<file path="src/rtl/core/pmpe_pkg.sv">
// shared constants, types and codes for the plus/minus/parentheses evaluator
// no dependencies; used by every file in rtl/core
package pmpe_pkg;

    localparam int STACK_DEPTH = 32;
    localparam int VALUE_WIDTH = 32;
    localparam int OUT_W       = 32;
    localparam int ERR_W       = 2;
    localparam int LEVEL_W     = $clog2(STACK_DEPTH + 1);
    localparam int IDX_W       = (STACK_DEPTH > 1) ? $clog2(STACK_DEPTH) : 1;

    localparam int QUEUE_DEPTH = 2;
    localparam int QPTR_W      = (QUEUE_DEPTH > 1) ? $clog2(QUEUE_DEPTH) : 1;
    localparam int QCNT_W      = $clog2(QUEUE_DEPTH + 1);

    localparam logic [7:0] CH_ZERO  = 8'h30;
    localparam logic [7:0] CH_NINE  = 8'h39;
    localparam logic [7:0] CH_PLUS  = 8'h2b;
    localparam logic [7:0] CH_MINUS = 8'h2d;
    localparam logic [7:0] CH_OPEN  = 8'h28;
    localparam logic [7:0] CH_CLOSE = 8'h29;

    typedef logic [2:0] t_kind;
    localparam t_kind OP_NOP   = 3'd0;
    localparam t_kind OP_DIGIT = 3'd1;
    localparam t_kind OP_ADD   = 3'd2;
    localparam t_kind OP_SUB   = 3'd3;
    localparam t_kind OP_OPEN  = 3'd4;
    localparam t_kind OP_CLOSE = 3'd5;

    typedef logic [ERR_W-1:0] t_err;
    localparam t_err ERR_NONE  = 2'd0;
    localparam t_err ERR_DEEP  = 2'd1;
    localparam t_err ERR_CLOSE = 2'd2;
    localparam t_err ERR_OPEN  = 2'd3;

    typedef struct packed {
        t_kind      kind;
        logic [3:0] digit;
        logic       last;
    } t_op;

endpackage

</file>
<file path="src/rtl/core/pmpe_front.sv">
// front end: classifies each input character and queues the decoded request
// depends on pmpe_pkg
module pmpe_front (
    input  logic                i_clk,
    input  logic                i_rst_n,
    input  logic                push,
    output logic                full,
    input  logic [7:0]          i_char_in,
    input  logic                i_last,
    output logic                o_q_valid,
    input  logic                i_q_take,
    output pmpe_pkg::t_op       o_q_op
);

    pmpe_pkg::t_op                  w_op;
    pmpe_pkg::t_op                  r_mem [pmpe_pkg::QUEUE_DEPTH];
    logic [pmpe_pkg::QPTR_W-1:0]    r_wr_ptr;
    logic [pmpe_pkg::QPTR_W-1:0]    r_rd_ptr;
    logic [pmpe_pkg::QCNT_W-1:0]    r_count;
    logic                           w_wr;
    logic                           w_rd;

    always_comb begin
        w_op.kind  = pmpe_pkg::OP_NOP;
        w_op.digit = 4'(i_char_in - pmpe_pkg::CH_ZERO);
        w_op.last  = i_last;
        if (i_char_in inside {[pmpe_pkg::CH_ZERO:pmpe_pkg::CH_NINE]}) begin
            w_op.kind = pmpe_pkg::OP_DIGIT;
        end else begin
            case (i_char_in)
                pmpe_pkg::CH_PLUS:  w_op.kind = pmpe_pkg::OP_ADD;
                pmpe_pkg::CH_MINUS: w_op.kind = pmpe_pkg::OP_SUB;
                pmpe_pkg::CH_OPEN:  w_op.kind = pmpe_pkg::OP_OPEN;
                pmpe_pkg::CH_CLOSE: w_op.kind = pmpe_pkg::OP_CLOSE;
                default:            w_op.kind = pmpe_pkg::OP_NOP;
            endcase
        end
    end

    assign full      = (r_count == pmpe_pkg::QCNT_W'(pmpe_pkg::QUEUE_DEPTH));
    assign o_q_valid = (r_count != '0);
    assign o_q_op    = r_mem[r_rd_ptr];
    assign w_wr      = push && !full;
    assign w_rd      = o_q_valid && i_q_take;

    always_ff @(posedge i_clk) begin
        if (w_wr) begin
            r_mem[r_wr_ptr] <= w_op;
        end
    end

    always_ff @(posedge i_clk) begin
        if (!i_rst_n) begin
            r_wr_ptr <= '0;
            r_rd_ptr <= '0;
            r_count  <= '0;
        end else begin
            if (w_wr) begin
                r_wr_ptr <= (r_wr_ptr == pmpe_pkg::QPTR_W'(pmpe_pkg::QUEUE_DEPTH - 1))
                            ? '0 : r_wr_ptr + 1'b1;
            end
            if (w_rd) begin
                r_rd_ptr <= (r_rd_ptr == pmpe_pkg::QPTR_W'(pmpe_pkg::QUEUE_DEPTH - 1))
                            ? '0 : r_rd_ptr + 1'b1;
            end
            case ({w_wr, w_rd})
                2'b10:   r_count <= r_count + 1'b1;
                2'b01:   r_count <= r_count - 1'b1;
                default: r_count <= r_count;
            endcase
        end
    end

endmodule

</file>
<file path="src/rtl/core/pmpe_back.sv">
// back end: runs decoded requests against the sum, number, sign and paren stack
// depends on pmpe_pkg; holds the result register seen on the output ports
module pmpe_back (
    input  logic                                i_clk,
    input  logic                                i_rst_n,
    input  logic                                i_q_valid,
    output logic                                o_q_take,
    input  pmpe_pkg::t_op                       i_q_op,
    output logic                                empty,
    input  logic                                pop,
    output logic [pmpe_pkg::OUT_W-1:0]          o_value,
    output pmpe_pkg::t_err                      o_error
);

    logic [pmpe_pkg::VALUE_WIDTH-1:0]   r_sum, n_sum;
    logic [pmpe_pkg::VALUE_WIDTH-1:0]   r_num, n_num;
    logic                               r_sign, n_sign;
    logic [pmpe_pkg::LEVEL_W-1:0]       r_level, n_level;
    pmpe_pkg::t_err                     r_err, n_err;

    logic [pmpe_pkg::VALUE_WIDTH-1:0]   r_saved_sum  [pmpe_pkg::STACK_DEPTH];
    logic                               r_saved_sign [pmpe_pkg::STACK_DEPTH];

    logic                               r_out_valid;
    logic [pmpe_pkg::VALUE_WIDTH-1:0]   r_out_value;
    pmpe_pkg::t_err                     r_out_error;

    logic [pmpe_pkg::VALUE_WIDTH-1:0]   w_term;
    logic [pmpe_pkg::VALUE_WIDTH-1:0]   w_folded;
    logic [pmpe_pkg::VALUE_WIDTH-1:0]   w_tail;
    logic [pmpe_pkg::VALUE_WIDTH-1:0]   w_final;
    logic [pmpe_pkg::VALUE_WIDTH-1:0]   w_top_sum;
    logic                               w_top_sign;
    logic [pmpe_pkg::LEVEL_W-1:0]       w_level_dn;
    logic [pmpe_pkg::IDX_W-1:0]         w_pop_idx;
    logic [pmpe_pkg::IDX_W-1:0]         w_push_idx;
    logic                               w_push;
    pmpe_pkg::t_err                     w_final_err;
    logic                               w_go;

    // a result can only be held up by a full result register
    assign o_q_take = !(i_q_op.last && r_out_valid && !pop);
    assign w_go     = i_q_valid && o_q_take;

    assign w_level_dn = r_level - 1'b1;
    assign w_pop_idx  = w_level_dn[pmpe_pkg::IDX_W-1:0];
    assign w_push_idx = r_level[pmpe_pkg::IDX_W-1:0];
    assign w_top_sum  = r_saved_sum[w_pop_idx];
    assign w_top_sign = r_saved_sign[w_pop_idx];

    assign w_term   = r_sign ? (-r_num) : r_num;
    assign w_folded = r_sum + w_term;

    always_comb begin
        n_sum   = r_sum;
        n_num   = r_num;
        n_sign  = r_sign;
        n_level = r_level;
        n_err   = r_err;
        w_push  = 1'b0;
        case (i_q_op.kind)
            pmpe_pkg::OP_DIGIT: begin
                n_num = (r_num << 3) + (r_num << 1)
                        + pmpe_pkg::VALUE_WIDTH'(i_q_op.digit);
            end
            pmpe_pkg::OP_ADD, pmpe_pkg::OP_SUB: begin
                n_sum  = w_folded;
                n_num  = '0;
                n_sign = (i_q_op.kind == pmpe_pkg::OP_SUB);
            end
            pmpe_pkg::OP_OPEN: begin
                n_sum = w_folded;
                n_num = '0;
                if (r_level < pmpe_pkg::LEVEL_W'(pmpe_pkg::STACK_DEPTH)) begin
                    w_push  = 1'b1;
                    n_level = r_level + 1'b1;
                    n_sum   = '0;
                    n_sign  = 1'b0;
                end else if (r_err == pmpe_pkg::ERR_NONE) begin
                    n_err = pmpe_pkg::ERR_DEEP;
                end
            end
            pmpe_pkg::OP_CLOSE: begin
                n_sum = w_folded;
                n_num = '0;
                if (r_level == '0) begin
                    if (r_err == pmpe_pkg::ERR_NONE) begin
                        n_err = pmpe_pkg::ERR_CLOSE;
                    end
                end else begin
                    n_sum   = w_top_sum + (w_top_sign ? (-w_folded) : w_folded);
                    n_level = w_level_dn;
                    n_sign  = 1'b0;
                end
            end
            default: begin
                n_sum = r_sum;
            end
        endcase
    end

    // closing fold for the final character
    assign w_tail      = n_sign ? (-n_num) : n_num;
    assign w_final     = n_sum + w_tail;
    assign w_final_err = (n_err == pmpe_pkg::ERR_NONE && n_level != '0)
                         ? pmpe_pkg::ERR_OPEN : n_err;

    always_ff @(posedge i_clk) begin
        if (w_go && w_push) begin
            r_saved_sum[w_push_idx]  <= w_folded;
            r_saved_sign[w_push_idx] <= r_sign;
        end
    end

    always_ff @(posedge i_clk) begin
        if (w_go && i_q_op.last) begin
            r_out_value <= (w_final_err == pmpe_pkg::ERR_NONE) ? w_final : '0;
            r_out_error <= w_final_err;
        end
    end

    always_ff @(posedge i_clk) begin
        if (!i_rst_n) begin
            r_sum       <= '0;
            r_num       <= '0;
            r_sign      <= 1'b0;
            r_level     <= '0;
            r_err       <= pmpe_pkg::ERR_NONE;
            r_out_valid <= 1'b0;
        end else begin
            if (w_go) begin
                if (i_q_op.last) begin
                    r_sum   <= '0;
                    r_num   <= '0;
                    r_sign  <= 1'b0;
                    r_level <= '0;
                    r_err   <= pmpe_pkg::ERR_NONE;
                end else begin
                    r_sum   <= n_sum;
                    r_num   <= n_num;
                    r_sign  <= n_sign;
                    r_level <= n_level;
                    r_err   <= n_err;
                end
            end
            if (w_go && i_q_op.last) begin
                r_out_valid <= 1'b1;
            end else if (pop) begin
                r_out_valid <= 1'b0;
            end
        end
    end

    assign empty   = !r_out_valid;
    assign o_value = pmpe_pkg::OUT_W'($signed(r_out_value));
    assign o_error = r_out_error;

endmodule

</file>
<file path="src/rtl/core/plus_minus_paren_expression_eval_top.sv">
// channel   direction  handshake         payload
// input     in         push / full       i_char_in[7:0], i_last
// result    out        empty / pop       o_value[31:0] (signed), o_error[1:0]
//
// one character per cycle sustained unless a held result stalls the evaluator; each
// request passes the decode queue, and the result register loads on its last char.
// the evaluator's per-request update (fold, stack push or pop) sets the rate.
// synchronous active-low reset empties both queues and clears the evaluator.
// only the final character of an expression waits on a held result.
// depends on pmpe_pkg, pmpe_front, pmpe_back
module plus_minus_paren_expression_eval_top (
    input  logic                        i_clk,
    input  logic                        i_rst_n,
    input  logic                        push,
    output logic                        full,
    input  logic [7:0]                  i_char_in,
    input  logic                        i_last,
    output logic                        empty,
    input  logic                        pop,
    output logic signed [31:0]          o_value,
    output logic [1:0]                  o_error
);

    logic               w_q_valid;
    logic               w_q_take;
    pmpe_pkg::t_op      w_q_op;

    pmpe_front u_front (
        .i_clk     (i_clk),
        .i_rst_n   (i_rst_n),
        .push      (push),
        .full      (full),
        .i_char_in (i_char_in),
        .i_last    (i_last),
        .o_q_valid (w_q_valid),
        .i_q_take  (w_q_take),
        .o_q_op    (w_q_op)
    );

    pmpe_back u_back (
        .i_clk     (i_clk),
        .i_rst_n   (i_rst_n),
        .i_q_valid (w_q_valid),
        .o_q_take  (w_q_take),
        .i_q_op    (w_q_op),
        .empty     (empty),
        .pop       (pop),
        .o_value   (o_value),
        .o_error   (o_error)
    );

`ifndef SYNTHESIS
    a_err_zero_value: assert property (@(posedge i_clk) disable iff (!i_rst_n)
        (!empty && o_error != pmpe_pkg::ERR_NONE) |-> (o_value == '0))
        else $error("result with error carries nonzero value");

    a_stall_only_last: assert property (@(posedge i_clk) disable iff (!i_rst_n)
        (w_q_valid && !w_q_take) |-> (w_q_op.last && !empty && !pop))
        else $error("evaluator stalled on a request that makes no result");

    a_hold_last: assert property (@(posedge i_clk) disable iff (!i_rst_n)
        (w_q_valid && w_q_op.last && !empty && !pop) |-> !w_q_take)
        else $error("result register overwritten while held");

    a_reset_clear: assert property (@(posedge i_clk)
        !i_rst_n |=> (empty && !full))
        else $error("queues not empty after reset");
`endif

endmodule
</file>
<file path="config.mk">
export PLATFORM = sky130hd
export DESIGN_NAME = plus_minus_paren_expression_eval_top
export DESIGN_NICKNAME = d
export VERILOG_FILES = /design/src/rtl/core/pmpe_pkg.sv /design/src/rtl/core/pmpe_front.sv /design/src/rtl/core/pmpe_back.sv /design/src/rtl/core/plus_minus_paren_expression_eval_top.sv
export SDC_FILE = /design/constraint.sdc
export NUM_CORES = 2
export LEC_CHECK = 0
export BUFFER_PORTS_ARGS = -buffer_cell sky130_fd_sc_hd__buf_4
export CAP_MARGIN = 20
export CORE_ASPECT_RATIO = 0.9
export CORE_MARGIN = 5
export CORE_UTILIZATION = 24
export CTS_CLUSTER_DIAMETER = 30
export DETAILED_ROUTE_END_ITERATION = 16
export PLACE_DENSITY = 0.48
export SYNTH_ARGS = -nofsm -noshare
export SYNTH_HDL_FRONTEND = slang
export SYNTH_SLANG_ARGS = --single-unit
</file>
<file path="constraint.sdc">
create_clock -name i_clk -period 9.8 [get_ports i_clk]
set_clock_uncertainty 0.1 [all_clocks]
set_input_delay 1.47 -clock i_clk [delete_from_list [all_inputs] [get_ports i_clk]]
set_output_delay 1.47 -clock i_clk [all_outputs]
set_load 0.01 [all_outputs]
</file>
Word-level counts from Yosys, hierarchy flattened
Memories as Yosys holds them, arrays and structs flattened. A register that Yosys moved wholly into a read port is not among the register bits.
Index checks and enable logic that the tools add are counted.
{ "classes": {"eq_ne": 12, "n_addsub": 15, "muxes": 39, "order_cmp": 3, "n_reduce_logical": 22} }
{ "op_table": {"columns": ["op", "n"], "rows": [
  ["2-to-1 mux 32 bit", 7],
  ["adder 32 bit", 4],
  ["negator 32 bit", 3],
  ["one-hot mux 32 bit (3 select lines)", 1],
  ["one-hot mux 32 bit (2 select lines)", 1],
  ["adder 32 x 4 -> 32 bit", 1],
  ["== test 8 x 6 -> 1 bit (second input constant)", 4],
  ["2-to-1 mux 6 bit", 3],
  ["2-to-1 mux 1 bit", 15],
  ["2-to-1 mux 2 bit", 6],
  ["one-hot mux 3 bit (4 select lines)", 1],
  ["one-hot mux 6 bit (2 select lines)", 1],
  ["greater-or-equal comparator 8 x 6 -> 1 bit (second input constant)", 1],
  ["<= comparator 8 x 6 -> 1 bit (second input constant)", 1],
  ["logical AND 1 bit", 8],
  ["one-hot mux 2 bit (2 select lines)", 2],
  ["adder 6 x 1 -> 6 bit (second input constant)", 1],
  ["== test 3 x 2 -> 1 bit (second input constant)", 2],
  ["== test 3 bit (second input constant)", 2],
  ["zero test 2 bit", 3],
  ["zero test 6 bit", 1],
  ["less-than comparator 6 bit (second input constant)", 1],
  ["nonzero test 2 bit", 3],
  ["nonzero test 6 bit", 1],
  ["13 further kinds", 18]
]} }
{ "word_totals": {"ramBits": 1072, "wordCells": 105, "output_inout_bits": 36, "ff_bits": 112, "mem_count": 3, "inputBits": 13} }
{ "mem_list": {"columns": ["name", "depth", "word_bits", "read_ports", "rd_ports_with_merged_regs", "write_ports", "line", "text"], "rows": [
  ["u_back.r_saved_sum", 32, 32, 1, 0, 1, "pmpe_back.sv:21", "logic [pmpe_pkg::VALUE_WIDTH-1:0] r_saved_sum [pmpe_pkg::STACK_DEPTH];"],
  ["u_back.r_saved_sign", 32, 1, 1, 0, 1, "pmpe_back.sv:22", "logic r_saved_sign [pmpe_pkg::STACK_DEPTH];"],
  ["u_front.r_mem", 2, 8, 1, 1, 1, "pmpe_front.sv:16", "pmpe_pkg::t_op r_mem [pmpe_pkg::QUEUE_DEPTH];"]
]} }

Longest topological paths before layout
{ "logic_depth": {"word_depth": 9, "mapped_depth": 40} }

Cells and area by module
From an unflattened synthesis, not the netlist that was laid out.
{ "hier_totals": {"hier_cells": 3415, "hier_area_um2": 54954.0} }
{ "modules_own_cells": {"columns": ["mod", "area_per_inst_um2", "instances", "cells_per_inst"], "rows": [
  ["pmpe_back", 54083.1, 1, 3353],
  ["pmpe_front", 870.8, 1, 62]
]} }

Least setup slack after synthesis
Ideal clock, no wire load.
{ "synth_timing": {"path_type": "register -> register", "start": "register u_back.r_level[0] in the netlist's numbering", "end": "register u_back.r_out_value, in the netlist u_back.o_value[31], data pin", "setup_ns": 0.258, "period_less_slack_ns": 10.421, "setup_slack_ns": -0.621, "stages_incl_launch_ff": 39, "t_required_ns": 9.442, "t_arrival_ns": 10.063, "cell_sequence": "dfxtp_1 > clkbuf_1 > clkbuf_1 > clkbuf_1 > clkbuf_1 > buf_1 > inv_1 > ha_1 > xnor2_1 > clkbuf_1 > buf_1 > mux4_2 > mux2_2 > ha_1 > fa_1 > a21o_1 > a21oi_1 > nor2b_1 > [3 not listed] > nand3_1 > nand2b_1 > xor2_1 > a222oi_1 > inv_1 > ha_1 > a21oi_1 > or3b_2 > a21oi_1 > nor2b_1 > o31ai_1 > nand2b_1 > o2111ai_1 > a311o_1 > o21ai_0 > a31oi_1 > xnor3_1 > mux2i_1"} }
{ "synth_between": {"elab_chain_len": 7} }
{ "synth_lines": {"columns": ["element", "line", "text"], "rows": [
  ["start, declared", "pmpe_back.sv:18", "logic [pmpe_pkg::LEVEL_W-1:0] r_level, n_level;"],
  ["start signal, assigned", "pmpe_back.sv:142", "r_level <= n_level;"],
  ["subtractor 6 x 1 -> 6 bit, or another cell as far along", "pmpe_back.sv:45", "assign w_level_dn = r_level - 1'b1;"],
  ["memory read (32 x 1 bit), or another cell as far along", null, null],
  ["2-to-1 mux 32 bit, or another cell as far along", "pmpe_back.sv:91", "n_sum = w_top_sum + (w_top_sign ? (-w_folded) : w_folded);"],
  ["adder 32 bit, or another cell as far along", "pmpe_back.sv:91", null],
  ["2-to-1 mux 32 bit or logical AND 1 bit (tied branches)", "pmpe_back.sv:86, pmpe_back.sv:105", null],
  ["one-hot mux 32 bit (3 select lines) or 2-to-1 mux 2 bit (tied branches)", "pmpe_back.sv:61, pmpe_back.sv:106", null],
  ["adder 32 bit or zero test 2 bit (tied branches)", "pmpe_back.sv:104, pmpe_back.sv:117", null],
  ["end signal, assigned", "pmpe_back.sv:117", "r_out_value <= (w_final_err == pmpe_pkg::ERR_NONE) ? w_final : '0;"],
  ["end, declared", "pmpe_back.sv:25", "logic [pmpe_pkg::VALUE_WIDTH-1:0] r_out_value;"]
]} }
Several ways; a longest one is shown, not always the timed one.
A chain may end at the register's enable or synchronous reset.

Worst setup path in the final report
{ "layout_timing": {"start": "register u_back.r_num[2] in the netlist's numbering", "end": "register u_back.r_out_value, in the netlist u_back.o_value[31], data pin"} }
{ "layout_between": {"elab_chain_len": 9} }
{ "layout_lines": {"columns": ["element", "line", "text"], "rows": [
  ["start, declared", "pmpe_back.sv:16", "logic [pmpe_pkg::VALUE_WIDTH-1:0] r_num, n_num;"],
  ["start signal, assigned", "pmpe_back.sv:140", "r_num <= n_num;"],
  ["negator 32 bit", "pmpe_back.sv:51", "assign w_term = r_sign ? (-r_num) : r_num;"],
  ["2-to-1 mux 32 bit", "pmpe_back.sv:51", null],
  ["adder 32 bit", "pmpe_back.sv:52", "assign w_folded = r_sum + w_term;"],
  ["negator 32 bit", "pmpe_back.sv:91", null],
  ["2-to-1 mux 32 bit", "pmpe_back.sv:91", null],
  ["adder 32 bit", "pmpe_back.sv:91", null],
  ["2-to-1 mux 32 bit", "pmpe_back.sv:86", "if (r_level == '0) begin"],
  ["one-hot mux 32 bit (3 select lines)", "pmpe_back.sv:61", "case (i_q_op.kind)"],
  ["adder 32 bit *", "pmpe_back.sv:104", "assign w_final = n_sum + w_tail;"]
]} }
Mark *: on every way between the ends. The rest lies on a longest branch, timed or not.

==> metrics.md <==
| Metric | Value |
|---|---|
| Post-synth top flop | edfxtp_1 |
| Die X | 513 µm |
| Ant diodes | 0 |
| DR WL/cell | 23.1 µm |
| Max-cap viol count | 0 |
| Nature of the critical path startpoint | flip-flop |
| Multiplexer area fraction after synthesis | 14.7% |
| Multi-input logic area | 19,600 µm² |
| Minimum clock period | 9.23 ns |
| Slew HR | 29.4% |
| Finished Layout Cells | 6,929 |
| Yosys reg bits | 1,185 |
| Vias | 32.6k |
| DP Area | 59,600 µm² |
| Max FO, Critical Path | 8 |
| Final Total Pwr | 0.0174 W |
| Via density | 4.70 |
| Layout cells sized above 1 | 27.8% |
| CTS sink count | 1,185 |
| CP max stage cell | or4_1 |
| Bufs on Longest Clock Path | 4 |
| Number of port buffers | 48 |
| Post-detailed-route DRC marker count | 0 |
| Async SR Flop Fraction | 0% |
| Placed cells | 6,418 |
| Synth Instances | 3,384 |
| Sequential area share after synthesis | 63.7% |
| Post-Synth Simple-Gate Area | 5.62% |
| CP Class | reg2reg |
| Post-synth top area share | 60.8% |
| Yosys cell types | 80 |
| Most frequent cell after synthesis | edfxtp_1 |
| CP Data Arrival Time | 9.72 ns |
| H-tree depth | 5 |
| Final Core Density | 30.6% |
| Sequential Area | 34,800 µm² |
| P&R area growth vs syn | 27.1% |
| Final antenna-violating net count | 0 |
| Slowest stage delay, CP | 0.63 ns |
| Root Driver | clkbuf_16 |
| Pwr dens | 250 nW/µm² |
| Synth Area in Compound Gates | 7.41% |
| First-pass GRT wire length | 232 mm |
| Clock slew at reported path FFs | 0.04 ns |
| Slew Limit Fails | 0 |
| Syn nets | 3,563 |
| YS warnings | 0 |
| Largest net degree at the start of global routing | 120 |
| HPWL after DPL | 95.5 mm |
| Max IR drop VDD | 155 µV |
| 1st-iter DRT viols | 3,019 |
| Filler cells | 22.3k |
| Gpl congestion | 0.856 |
| Hold-fix buffers at CTS | 0 |
| Xor/xnor share of the synthesized area | 3.15% |
| Kind of end point of the critical path | flip-flop |
| Area contributors post-synth | edfxtp_1 (61%), mux4_2 (14%), ha_1 (3.7%), dfxtp_1 (2.9%), xnor2_1 (2.0%) |
| Outcome | finished clean |
| GR Overflow Total | 0 |
| Achievable frequency | 108 MHz |
| Cell taking the most area after synthesis | edfxtp_1 |
| Final period utilization | 94.2% |
| List of most frequent post-synthesis cells | edfxtp_1 (1,106), mux4_2 (330), nor2_1 (176) |
| Worst min-delay path class | reg2reg |
| Drt total wl | 160 mm |
| Vias in the first global route | 32.9k |
| Total GRT Usage | 13.1% |
| Mapped cell area | 54,600 µm² |
| Number of synthesized flops with an enable pin | 1,106 |
| Drt pass-1 iters | 7 |
| Critical Path Most Common Cell | o21ai_0 |
| Die Span Y | 463 µm |
| Largest family of logic cells by synthesized area | multiplexers |
| Setup violators final | 0 |
| Final Hold Fails | 0 |
| Top-level I/O count | 49 |
| TritonCTS Buffers | 292 |
| Core area | 227,000 µm² |
| # nets final | 3,870 |
| Clk_lat worst skew | 0.89 ns |
| CTS tree | yes |
| Leakage | 23.0 nW |
| Worst Tran Pin Value | 1.06 ns |
| Initial antenna violation count | 0 |
| Row cnt | 166 |
| Design area | 69,400 µm² |
| Die area | 237,000 µm² |
| Req. time, crit path | 10.28 ns |
| Post-Syn Area per Cell | 16.1 µm² |
| Initial Util | 24.1% |
| Synthesized-area fraction occupied by adder cells | 3.87% |
-- per-stage QoR --
step	setup WS (ns)	TNS (ns)	hold slack, ns
final	0.567	0	0.397
after detailed placement	0.00399	0	0.401
after global placement	-0.0433	-0.0433	0.394
after CTS	0.165	0	0.406
after floorplan	0.0491	0	0.360
after global routing	-0.0325	-0.0325	0.431
-- state kept, by name, summed over array words and instances, names as in the netlist, named ones only --
signal,cells
u_back.r_level,6
u_back.r_saved_sum,1024
u_back.r_saved_sign,32
u_back.r_sum,32
u_back.r_sign,1
u_front.r_wr_ptr,1
u_back.r_num,32
u_front.r_mem,16
u_front.r_rd_ptr,1
u_back.o_error,2
u_front.r_count,2
u_back.r_out_valid,1
u_back.o_value,32
u_back.r_err,2
-- per-layer routing --
layer / global-route usage (%) / routed length [µm] / up-vias / share of wire [%]
met1: 18.8 / 75200 / 17000 / 47
met5: 0 / 0 / - / 0
met3: 2.70 / 8910 / 234 / 5.6
li1: - / - / 14300 / -
met2: 20.2 / 73000 / 1017 / 46
met4: 3.51 / 3130 / 0 / 2.0
-- cell type report --
| type | count | area share, % |
|---|---|---|
| clock buffer | 329 | 10.9 |
| clock inverter | 179 | 3.06 |
| inverter | 60 | 0.324 |
| multi-input combinational | 1982 | 28.2 |
| sequential | 1185 | 50.1 |
| tap | 3024 | 5.45 |
| timing repair buffer | 170 | 1.99 |
-- where the power goes --
group,total (W),switching [W],internal (W)
logic,0.00226,0.00144,0.000824
clock network,0.00945,0.00287,0.00658
registers,0.00566,0.0000485,0.00562
total,0.0174,0.00435,0.0130
-- path summary, 6_finish.rpt --
kind	start	to	slack (ns)	cells past startpoint
setup reg to reg	u_back.r_num[2]	u_back.o_value[31]	0.57	33
hold reg to reg	u_back.r_sum[19]	u_back.r_sum[19]	0.40	2
hold / removal	u_back.r_sum[19]	u_back.r_sum[19]	0.40	2
setup / recovery	u_back.r_num[2]	u_back.o_value[31]	0.57	33
-- worst max-delay path, delay by kind of cell, from the launching register on --
kind	cells	cell delay, ns
muxes	1	0.12
adders and majority gates	3	1.07
DFF	1	0.40
and+or+nand+nor	9	2.88
AOI/OAI and AO/OA	16	3.54
xor gates and xnor gates	4	0.83
-- cell families after synthesis --
logic type | Yosys count
flops | 1185
simple gates | 620
compound gates | 618
mux | 383
buf+inv | 217
xor+xnor | 195
fa+ha+maj | 166
-- what timing repair did --
| item | in CTS | in global routing |
|---|---|---|
| buffers inserted | 0 | 2 |
| resized for setup | 1 | 18 |
| hold endpoints to repair | 0 | 0 |
| cloned | 0 | 0 |
| setup endpoints to repair | 1 | 4 |
| pin swaps | 0 | 2 |
-- placed cells by master (no fill, tap or decap), types with 22 or more instances in the layout --
cell type   count
edfxtp_1     1106
mux4_2        330
clkbuf_16     296
buf_4         161
ha_1          160
nand2_1       153
nor2_1        143
o21ai_0       138
a21oi_1       133
xnor2_1       110
dfxtp_1        77
a22oi_1        71
inv_1          60
xor2_1         60
nor2b_1        58
a21o_1         54
clkinv_2       42
bufinv_16      42
mux2_2         40
clkinv_1       38
nor2_4         33
and2_1         32
nand3_1        31
nor3_1         31
clkbuf_1       31
nand2b_1       27
clkinvlp_4     22
No activity file was read; power rests on OpenSTA's default activity.
